==> config.mk <==
export PLATFORM = sky130hd
export DESIGN_NAME = wtvm_ram
export DESIGN_NICKNAME = d
export VERILOG_FILES = /design/src/rtl/core/wtvm_ram.sv
export SDC_FILE = /design/constraint.sdc
export NUM_CORES = 2
export LEC_CHECK = 0
export BUFFER_PORTS_ARGS = -buffer_cell sky130_fd_sc_hd__buf_2
export CORE_MARGIN = 4
export CORE_UTILIZATION = 53
export CTS_BUF_LIST = sky130_fd_sc_hd__clkbuf_16
export CTS_CLUSTER_DIAMETER = 40
export DETAILED_ROUTE_END_ITERATION = 10
export PLACE_DENSITY = 0.64
export SLEW_MARGIN = 20
export SYNTH_ARGS = -nofsm -noshare
export SYNTH_HDL_FRONTEND = slang
export SYNTH_SLANG_ARGS = --single-unit
==> constraint.sdc <==
create_clock -name clk -period 3.5 [get_ports clk]
set_input_delay 0.35 -clock clk [delete_from_list [all_inputs] [get_ports clk]]
set_output_delay 0.35 -clock clk [all_outputs]
set_load 0.05 [all_outputs]
==> src/rtl/core/wtvm_ram.sv <==
// Generic single-write, single-read synchronous RAM with registered read.
// No dependencies.
module wtvm_ram #(
  parameter int WIDTH = 16,
  parameter int DEPTH = 256
) (
  input  logic                     clk,
  input  logic                     we,
  input  logic [$clog2(DEPTH)-1:0] waddr,
  input  logic [WIDTH-1:0]         wdata,
  input  logic [$clog2(DEPTH)-1:0] raddr,
  output logic [WIDTH-1:0]         rdata
);
  logic [WIDTH-1:0] mem [DEPTH];

  always_ff @(posedge clk) begin
    if (we) begin
      mem[waddr] <= wdata;
    end
    rdata <= mem[raddr];
  end
endmodule

# Word-level counts from Yosys, hierarchy flattened
# Memories as Yosys holds them, arrays and structs flattened. A register that Yosys moved wholly into a read port is not among the register bits.
# Index checks and enable logic that the tools add are counted.
[op_classes]
mux = 2
[op_table]
columns = ["op", "count"]
rows = [
  ["two-way mux 1 bit", 2],
]
[word_totals]
regBits = 0
mem_bits_rw = 4096
out_inout_bits = 16
wordCells = 3
n_memories = 1
[mem_list]
columns = ["memory", "words", "word_bits", "rd", "rd_clocked_by_memory_dff", "write_ports", "line_no", "source"]
rows = [
  ["mem", 256, 16, 1, 1, 1, "14", "logic [WIDTH-1:0] mem [DEPTH];"],
]

# Longest topological paths before layout
[logic_depth]
word_depth = 2
mapped_depth = 12

# Least setup slack after synthesis
# Ideal clock, no wire load.
[synth_timing]
kind = "input-to-reg"
startpoint = "input waddr[3]"
endpoint = "memory mem[235][0] (enable)"
setup_time_ns = 0.388
arrival_ns = 2.127
setup_slack_ns = 0.985
cell_stages = 6
path_cell_list = "clkbuf_1 nor2b_1 clkbuf_1 nand4_1 clkbuf_1 nor2_1"
[synth_rtl]
columns = ["element", "line_no", "source"]
rows = [
  ["start, declared", "9", "input logic [$clog2(DEPTH)-1:0] waddr,"],
  ["end, declared", "14", ""],
]
# No word-level cell before the write port.

==> results.toml <==
[critical_path]
path_max_fanout = 1
worst-path-stages = 8
cp_slowest_cell = "o32ai_2"
critPathLaunchType = "register"
crit_path_end_kind = "register"
critPathArrivalTime_ps = 3870
cpPeakStageDelay_ps = 740
required_ps = 4360
path_buf_inv = 2
path_cells = "mux4_2 > mux2_2 > a22oi_1 > buf_4 > nand2_1 > o32ai_2 > buf_4 > nor4_1"
r2r_cells = 8
cp_top_family = "compound AO/OA/AOI/OAI gates"
cp_common_cell = "buf_4"
path_class = "reg2reg"

[clocking]
cts_tree = "done"
clk_pin_slew_worst_paths_ps = 50
cts_resized = 0
cts_setup_buffers = 0
worst_skew_pair.late_latency_ps = 1020
cts_sinks = 4112
cts_buffers = 519
cts_hold_buffers = 18
htree_levels = 6
clk_path_buf_depth = 4
cts_root_buffer = "clkbuf_16"

[placed_design]
portBuffers = 49
place_congestion = 0.909
dp_hpwl_um = 257000
dpl_worst_slack_ps = -234

[synthesis]
syn_inst = 7360
ys_top_cells_by_count = "edfxtp_1 (4096), mux4_2 (797), mux2i_1 (565)"
ys_seq_area_share_pct = 77.7
synth_edf_count = 4096
async_reset_ff_share_pct = 0
synthTopCellsByArea = "edfxtp_1 (77%), mux4_2 (11%), mux2i_1 (3.6%)"
yosysMostFrequentCell = "edfxtp_1"
syn_area_sq_mm = 0.159
synth-seq-cells = 4112
avgSynthCellArea_sq_um = 21.6
yosysTopAreaCell = "edfxtp_1"
synthesis.nets = 7394
yosysTopAreaCellShare_pct = 77.5
ys_types = 52
synth_flop_cell = "edfxtp_1"
yosys_warnings = 0

[global_route]
grt_pass1_vias = 80359
antenna_found_initial = 20
grt_start_max_net_pins = 113
gr-usage-all-layers_pct = 27.5
grt_first_pass_wirelength_um = 605000
grt-ovfl-total = 0

[die]
rows = 200
boundaryPins = 50
core_area_sq_mm = 0.298
die_area_sq_mm = 0.308
start_util_pct = 53.3
die_width_um = 555
die_h_um = 555

[final_layout]
drive_gt1_share_pct = 29.7
syn_to_final_growth_pct = 17.1
fin_nets = 8214
post-route-util_pct = 62.5

[route]
vias = 81526
remaining_drc_errors = 0
viasPerCell = 6.50
wirelength_um = 426000
first_iter_violations = 11273
antenna_left = 0
post_drt_wl_per_cell_um = 34.0
dr.pass1.iters = 6

[power]
p_leak_nw = 60.5
powerDensity_mw_per_mm2 = 610
ir_drop_uv = 484
power_mw = 113

[timing]
setup-tns-final_ps = 0
fin_skew_ps = 43.4
layout_min_cycle_time_ps = 3020
finalMaxSlewViolations = 0
hold_slack_ps = 165
post-route-worst-setup-slack_ps = 482
hold_viol = 0
setup_viol = 0
tightest_slew_ps = 1210
fmax_mhz = 331
period_share_pct = 86.2
rsz0062_at_grt = "false"
maxSlewHeadroom_pct = 18.6

[worst_hold_path]
hold_path.class = "in2reg"
holdPathStages = 3

[status]
status = "complete, no violations"

[job]
maxCapViolCount = 0
-- sequential cells by signal, indices dropped and copies added (netlist names) --
register  flops
rdata        16
mem        4096
-- stage by stage --
stage / cells / instance area [sq um]
finish: 12545 / 186000
global route: 12539 / 186000
CTS: 12537 / 186000
detailed placement: 11580 / 168000
global placement: 11580 / 168000
floorplan: 7360 / 159000
-- path summary, 6_finish.rpt --
| check | from | to | slack [ps] |
|---|---|---|---|
| max reg2reg | mem[1][1] | rdata[1] | 480 |
| min reg2reg | mem[194][8] | rdata[8] | 1050 |
| min | waddr[0] | mem[171][6] | 160 |
| max | mem[1][1] | rdata[1] | 480 |
-- tightest hold or removal path, delay by kind of cell --
kind | cells | cell delay [ps]
AND/OR/NAND/NOR | 2 | 460
buffers and inverters | 1 | 170
-- cells by family after synthesis --
| logic type | count (synthesis) | synth area share, % |
|---|---|---|
| compound gates | 786 | 3.54 |
| buf+inv | 456 | 1.69 |
| flops | 4112 | 77.7 |
| mux | 1450 | 15.5 |
| simple gates | 556 | 1.57 |
-- cells in the final DEF (no fill, tap or decap), types with 28 or more instances in the layout --
cell,count
a22o_1,32
buf_2,28
o221ai_1,252
edfxtp_1,4096
buf_4,586
o22ai_1,148
inv_1,64
a22oi_1,43
mux2i_1,565
nor3_1,88
inv_6,35
clkbuf_16,525
clkinv_2,71
nand2_1,37
mux2_2,88
clkinv_4,34
clkinv_1,66
a221oi_1,28
o21ai_0,37
clkinvlp_4,44
a21oi_1,175
bufinv_16,59
mux4_2,797
nor2_2,94
buf_12,100
nor2_1,209
-- routing by layer --
metal  wire (um)  track usage [%]  vias up
met5          83                0        -
met4       15000             8.82       14
met3       41300             5.46      715
met2      202000             42.6     4413
met1      168000             39.8    43295
li1            -                -    33089
-- power breakdown --
group          switching [mW]  internal (mW)  leakage [nW]
logic                    3.56           1.92          14.9
clock network            21.2           32.2          8.71
registers               0.107           54.3          36.9
total                    24.9           88.4          60.5
-- area by class of cell --
| class | count | area [sq um] |
|---|---|---|
| inverters | 4 | 27.5 |
| clock buffers | 525 | 13100 |
| fillers | 20010 | 112000 |
| repair buffers | 751 | 7000 |
| well taps | 3939 | 4930 |
| clock inverters | 414 | 4430 |
| diodes | 8 | 20.0 |
| multi-input cells | 2792 | 33100 |
| flip-flops and latches | 4112 | 123000 |
No activity file was read; power rests on OpenSTA's default activity.
