[src/rtl/core/wtvm_pkg.sv]
// Shared constants, command codes and types for the wavetable voice mixer.
// No dependencies; compiled first.
package wtvm_pkg;

  localparam int VOICES       = 16;
  localparam int VOICE_W      = $clog2(VOICES);
  localparam int SAMPLE_WORDS = 65536;
  localparam int SAMPLE_AW    = $clog2(SAMPLE_WORDS);

  localparam logic [1:0] CMD_LOAD   = 2'd0;
  localparam logic [1:0] CMD_START  = 2'd1;
  localparam logic [1:0] CMD_VOLUME = 2'd2;
  localparam logic [1:0] CMD_TICK   = 2'd3;

  // Q1.15 unity gain
  localparam logic [15:0] MASTER_UNITY = 16'h8000;

  localparam int ACC_W   = 56;
  localparam int SLOPE_W = 33;
  localparam int DIFF_W  = 34;

  typedef struct packed {
    logic [15:0]               base;
    logic [16:0]               length;
    logic [24:0]               position;
    logic [15:0]               pitch;
    logic                      loops;
    logic [31:0]               gain_l;
    logic [31:0]               gain_r;
    logic signed [SLOPE_W-1:0] slope_l;
    logic signed [SLOPE_W-1:0] slope_r;
    logic [15:0]               goal_l;
    logic [15:0]               goal_r;
    logic [15:0]               count_l;
    logic [15:0]               count_r;
  } voice_t;

  typedef struct packed {
    logic clear;
    logic valid;
  } mix_ctl_t;

endpackage

[src/rtl/core/wtvm_div.sv]
// Iterative signed divider for ramp slopes: one quotient bit per cycle.
// Depends on wtvm_pkg.
module wtvm_div (
  input  logic                                 clk,
  input  logic                                 rst,
  input  logic                                 start,
  input  logic signed [wtvm_pkg::DIFF_W-1:0]   dividend,
  input  logic [15:0]                          divisor,
  output logic                                 done,
  output logic signed [wtvm_pkg::SLOPE_W-1:0]  quot
);
  import wtvm_pkg::*;

  localparam int STEPS = SLOPE_W;

  logic                       busy;
  logic [$clog2(STEPS)-1:0]   cnt;
  logic [15:0]                rem;
  logic [SLOPE_W-1:0]         mq;
  logic                       neg;
  logic [15:0]                dvs;
  logic [DIFF_W-1:0]          mag;
  logic [16:0]                trial;
  logic                       fits;

  assign mag   = dividend[DIFF_W-1] ? DIFF_W'(-dividend) : DIFF_W'(dividend);
  assign trial = {rem, mq[SLOPE_W-1]};
  assign fits  = trial >= {1'b0, dvs};
  assign quot  = neg ? -$signed(mq) : $signed(mq);

  always_ff @(posedge clk) begin
    if (rst) begin
      busy <= 1'b0;
      done <= 1'b0;
      cnt  <= '0;
    end else begin
      done <= 1'b0;
      if (start) begin
        busy <= 1'b1;
        cnt  <= '0;
        rem  <= '0;
        mq   <= mag[SLOPE_W-1:0];
        neg  <= dividend[DIFF_W-1];
        dvs  <= divisor;
      end else if (busy) begin
        rem <= fits ? 16'(trial - {1'b0, dvs}) : trial[15:0];
        mq  <= {mq[SLOPE_W-2:0], fits};
        cnt <= cnt + 1'b1;
        if (cnt == ($clog2(STEPS))'(STEPS - 1)) begin
          busy <= 1'b0;
          done <= 1'b1;
        end
      end
    end
  end
endmodule

[config.mk]
export PLATFORM = sky130hd
export DESIGN_NAME = wtvm_div
export DESIGN_NICKNAME = d
export VERILOG_FILES = /design/src/rtl/core/wtvm_pkg.sv /design/src/rtl/core/wtvm_div.sv
export SDC_FILE = /design/constraint.sdc
export NUM_CORES = 1
export LEC_CHECK = 0
export ABC_AREA = 1
export BUFFER_PORTS_ARGS = -buffer_cell sky130_fd_sc_hd__clkbuf_2
export CAP_MARGIN = 40
export CORE_UTILIZATION = 35
export CTS_CLUSTER_DIAMETER = 30
export DETAILED_ROUTE_END_ITERATION = 12
export PLACE_DENSITY_LB_ADDON = 0.12
export SYNTH_ARGS = -nofsm -noshare
export SYNTH_HDL_FRONTEND = slang
export SYNTH_SLANG_ARGS = --single-unit
[constraint.sdc]
create_clock -name clk -period 4.75 [get_ports clk]
set_input_delay 0.7125 -clock clk [delete_from_list [all_inputs] [get_ports clk]]
set_output_delay 0.7125 -clock clk [all_outputs]
set_load 0.1 [all_outputs]
Word level (Yosys, flattened, before mapping)
Index checks and enable logic that the tools add are counted. Widths: inputs -> output; s select.

Word-level logic and storage cells: 30. Flip-flop bits (word level): 74. Input port bits: 53. Output and inout bits: 34.

Reductions and logical operators: 5. Equal/unequal tests: 1. Mux-type cells: 10. Bitwise operators: 2. $lt $le $gt $ge: 1. Add/sub/neg operators: 4.

Operators with widths (count): $mux 33 (4); $neg 33->33 (2); $mux 16 (2); $ge 17x16->1 (1); $sub 16x16->16 (1); $add 6x1->6 const B (1); $eq 6x6->1 const B (1); $mux 1 (4); $reduce_and 2->1 (2); $reduce_or 3->1 (1); $not 1->1 (2); $reduce_bool 2->1 (1); $reduce_or 2->1 (1).

Depth between registers and ports, before layout
Word-level depth: 4. Depth in mapped cells: 14. Gate-level depth less buffers: 14.

Worst setup path before layout
OpenSTA, ideal clock, no wires.

Path kind: input to register. Start: in start. End: reg mq[0] (enable). Stages: 3. Data required time: 4.276 ns. Setup time: 0.474 ns. Path slack: 0.870 ns. Arrival time: 3.406 ns. Cells stage by stage: inv_1 > clkbuf_1 > a21oi_1.

Longest elaborated chain between the ends: 2.

Ends and longest elaborated chain: from (decl) (RTL line wtvm_div.sv:6) `input logic start,`; $reduce_bool 2->1 (no source line); $reduce_and 2->1 (no source line); to (signal assigned) (RTL line wtvm_div.sv:42) `mq <= mag[SLOPE_W-1:0];`; to (signal assigned) (RTL line wtvm_div.sv:47) `mq <= {mq[SLOPE_W-2:0], fits};`; to (decl) (RTL line wtvm_div.sv:19) `logic [SLOPE_W-1:0] mq;`.

No other way between the ends. A chain may end at the register's enable or synchronous reset.

Worst setup path in the final report
Start: reg mq[1]. End: out quot[26] (netlist name).

Longest elaborated chain between the ends: 2.

Ends and longest elaborated chain: $neg 33->33 (RTL line wtvm_div.sv:29) `assign quot = neg ? -$signed(mq) : $signed(mq);`; $mux 33 (RTL line wtvm_div.sv:29); to (decl) (RTL line wtvm_div.sv:10) `output logic signed [wtvm_pkg::SLOPE_W-1:0] quot`.

No other way between the ends.

==> impl_metrics.csv <==
group,metric,value,unit
synth,synth-main-ff-cell,"edfxtp_1",
global_route,first_global_vias,5346,
synth,syn_avg_cell_area,6.87,um^2
clock_network,clock_sinks,74,
worst_setup_path,critPathKind,"register to output pin",
sta,finClkSkew,0.00721,ns
worst_setup_path,r2r_setup_slack,2.30,ns
detailed_routing,drt_iter0_drc,350,
synth,synth-seq-cells,74,
final_layout,antennaDiodeCount,0,
sta,tns,0,ns
clock_network,clock_latency,0.34,ns
synth,synth_compound_area_share,6.99,%
place,place_inst,1155,
synth,netlist-cell-type-count,38,
synth,yosysWarnings,0,
floorplanning,start_util,35.7,%
final_layout,mostFrequentLayoutCells,"249 x nand2_1, 131 x inv_1, 105 x nor2_1, 86 x clkbuf_2, 85 x nand3_1",
clock_network,cts_made_buffers,9,
floorplanning,die_x,132,um
place,io_buffers,86,
synth,synth_top_family_by_area,"simple AND/OR/NAND/NOR gates",
pwr,p_per_area,324,nW/um^2
synth,syn-cell-area,5930,um^2
sta,hold_viol_final,0,
final_layout,fin_nets,1020,
detailed_routing,routed_wl,15.8,mm
synth,syn_inst,863,
floorplanning,core_area,16600,um^2
place,gp_congestion,0.870,
detailed_routing,via_count,5511,
place,post-place-ws,1.72,ns
sta,layout_min_cycle_time,3.37,ns
worst_setup_path,critPathMaxFanout,5,
synth,synth_nets,937,
detailed_routing,wl_per_cell,13.5,um
final_layout,final_common_cell,"nand2_1",
clock_network,cts_resized,0,
floorplanning,die_h,132,um
clock_network,postCtsSetupBuffers,0,
synth,async_reset_ff_share,0,%
synth,seq_area_frac_synth,36.1,%
pwr,p_leak,3.35,nW
global_route,grt_pass1_wl,26.4,mm
worst_setup_path,crit_path_end_kind,"output pin",
place,dp_hpwl,12.3,mm
worst_hold_path,hold_class,"register to register",
global_route,grt-ovfl-total,0,
detailed_routing,drc,0,
worst_hold_path,hold_depth,2,
clock_network,cts_root_buf,"clkbuf_16",
detailed_routing,ant_nets,0,
clock_network,clk_path_buf_depth,2,
clock_network,cts_tree,"built",
synth,synth.area.mux_share,0,%
global_route,grt_max_degree,57,
final_layout,fin_cells,1171,
run_status,status,"finished clean",
sta,clock.fmax,297,MHz
synth,synth-edff-count,66,
worst_setup_path,regToRegEndpoint,"rem[7]$_SDFFCE_PP0P_",
clock_network,clk_pin_slew,0.06,ns
run,drv_cap,0,
sta,holdWs,0.470,ns
final_layout,layout-drive-gt1-share,12.7,%
final_layout,syn_to_final_growth,16.0,%
pwr,ir_worst_vdd,0.135,mV
clock_network,h-tree-depth,3,
global_route,grt_usage,19.2,%
final_layout,fillers,1793,
detailed_routing,dr.pass1.iters,5,
sta,post-route-period-util,70.9,%
worst_setup_path,crit_required,4.04,ns
floorplanning,ios,87,
clock_network,hold_buffers,0,
worst_setup_path,start_kind,"register",
synth,yosys.area_share.adder,4.56,%
synth,synth_xor_area_share,6.65,%
worst_setup_path,reg2regPathDepth,10,
synth,yosys.area_share.simple,35.9,%
detailed_routing,via_per_inst,4.71,
sta,rsz0062_at_grt,"false",
global_route,antenna_found_initial,0,
final_layout,multi_input_area,3220,um^2
sta,tightest_slew,0.699,ns
sta,setup-violations-final,0,
worst_setup_path,r2r-start,"rem[1]$_SDFFCE_PP0P_",
floorplanning,std_cell_rows,47,
sta,finalMaxSlewViolations,0,
floorplanning,dieArea,17500,um^2
final_layout,seq_area,2140,um^2
sta,worst_slack,1.38,ns
worst_setup_path,arrival,2.66,ns
worst_hold_path,whs_endpoint,"cnt[5]$_SDFFE_PP0P_",
worst_hold_path,hold_start,"cnt[5]$_SDFFE_PP0P_",
sta,relSlewSlack,53.4,%
-- worst max-delay path: stages, from the launching register on --
cell and delay (ns):
edfxtp_1 0.40, inv_1 0.11, ha_1 0.20, nand3_1 0.15, nor2_1 0.29, nand4_1 0.18, o21ai_1 0.33, nand3_1 0.12
nand2_1 0.10, clkbuf_2 0.45
-- power breakdown --
part | internal (mW) | switching [mW] | leakage, nW | total (mW)
Combinational | 0.197 | 0.601 | 2.52 | 0.798
Clock | 0.353 | 0.267 | 0.128 | 0.621
Sequential | 0.773 | 0.0343 | 0.698 | 0.807
Total | 1.32 | 0.903 | 3.35 | 2.23
-- metrics by stage --
step           power, mW  instance area, um^2  utilization (%)
3_3_place_gp        1.62                 6580             39.7
3_5_place_dp        1.63                 6620             39.9
5_1_grt             2.36                 6880             41.5
4_1_cts             2.25                 6880             41.5
2_1_floorplan       1.45                 5930                -
6_report            2.23                 6880             41.5
-- how the worst max path moves through the flow --
stage               startpoint         endpoint  slack (ns)  cells past startpoint
6_report       mq[1]$_DFFE_PP_         quot[26]        1.38                      9
5_1_grt        mq[0]$_DFFE_PP_         quot[20]        1.10                     10
4_1_cts        mq[0]$_DFFE_PP_         quot[26]        1.35                      9
3_5_place_dp   mq[1]$_DFFE_PP_         quot[26]        1.72                      9
3_3_place_gp     neg$_DFFE_PP_         quot[12]        1.60                      4
2_1_floorplan            start  mq[0]$_DFFE_PP_        0.87                      3
-- per-layer routing --
metal  track usage [%]  up-vias  wire length (um)
met1              24.2     2471              7180
li1                  -     2940                 -
met5                 0        -                 0
met2              33.7       89              7920
met4              5.49        0               188
met3              3.04       11               553
-- sequential cells by signal, indices dropped and copies added, names as in the netlist --
signal  flops
cnt         6
busy        1
mq         33
done        1
rem        16
neg         1
dvs        16
-- logic make-up (layout without fill, tap and decap cells) --
group	after synthesis	in the layout
compound gates	78	78
xor+xnor	45	45
fa+ha+maj	21	21
buf+inv	150	238
flops	74	74
simple gates	495	495
-- cell usage after synthesis (5+ instances only) --
master	instances	share of area (%)
nand2_1	249	16
inv_1	131	8.3
nor2_1	106	6.7
nand3_1	85	7.2
edfxtp_1	66	33
o21ai_0	47	4.0
xor2_1	34	5.0
ha_1	20	4.2
a21oi_1	19	1.6
nand4_1	18	1.9
clkbuf_1	12	0.76
xnor2_1	11	1.6
nor3_1	10	0.84
dfxtp_1	8	2.7
nor2_2	6	0.63
nand3b_1	5	0.63
-- cell type report --
cell class                 instances  area share, %
clock buffer                      13           3.49
timing repair buffer              90           7.10
inverter                         132           7.21
clock inverter                     3          0.237
tap                              220           4.00
multi-input combinational        639           46.8
sequential                        74           31.2
No activity file was read; power rests on OpenSTA's default activity.
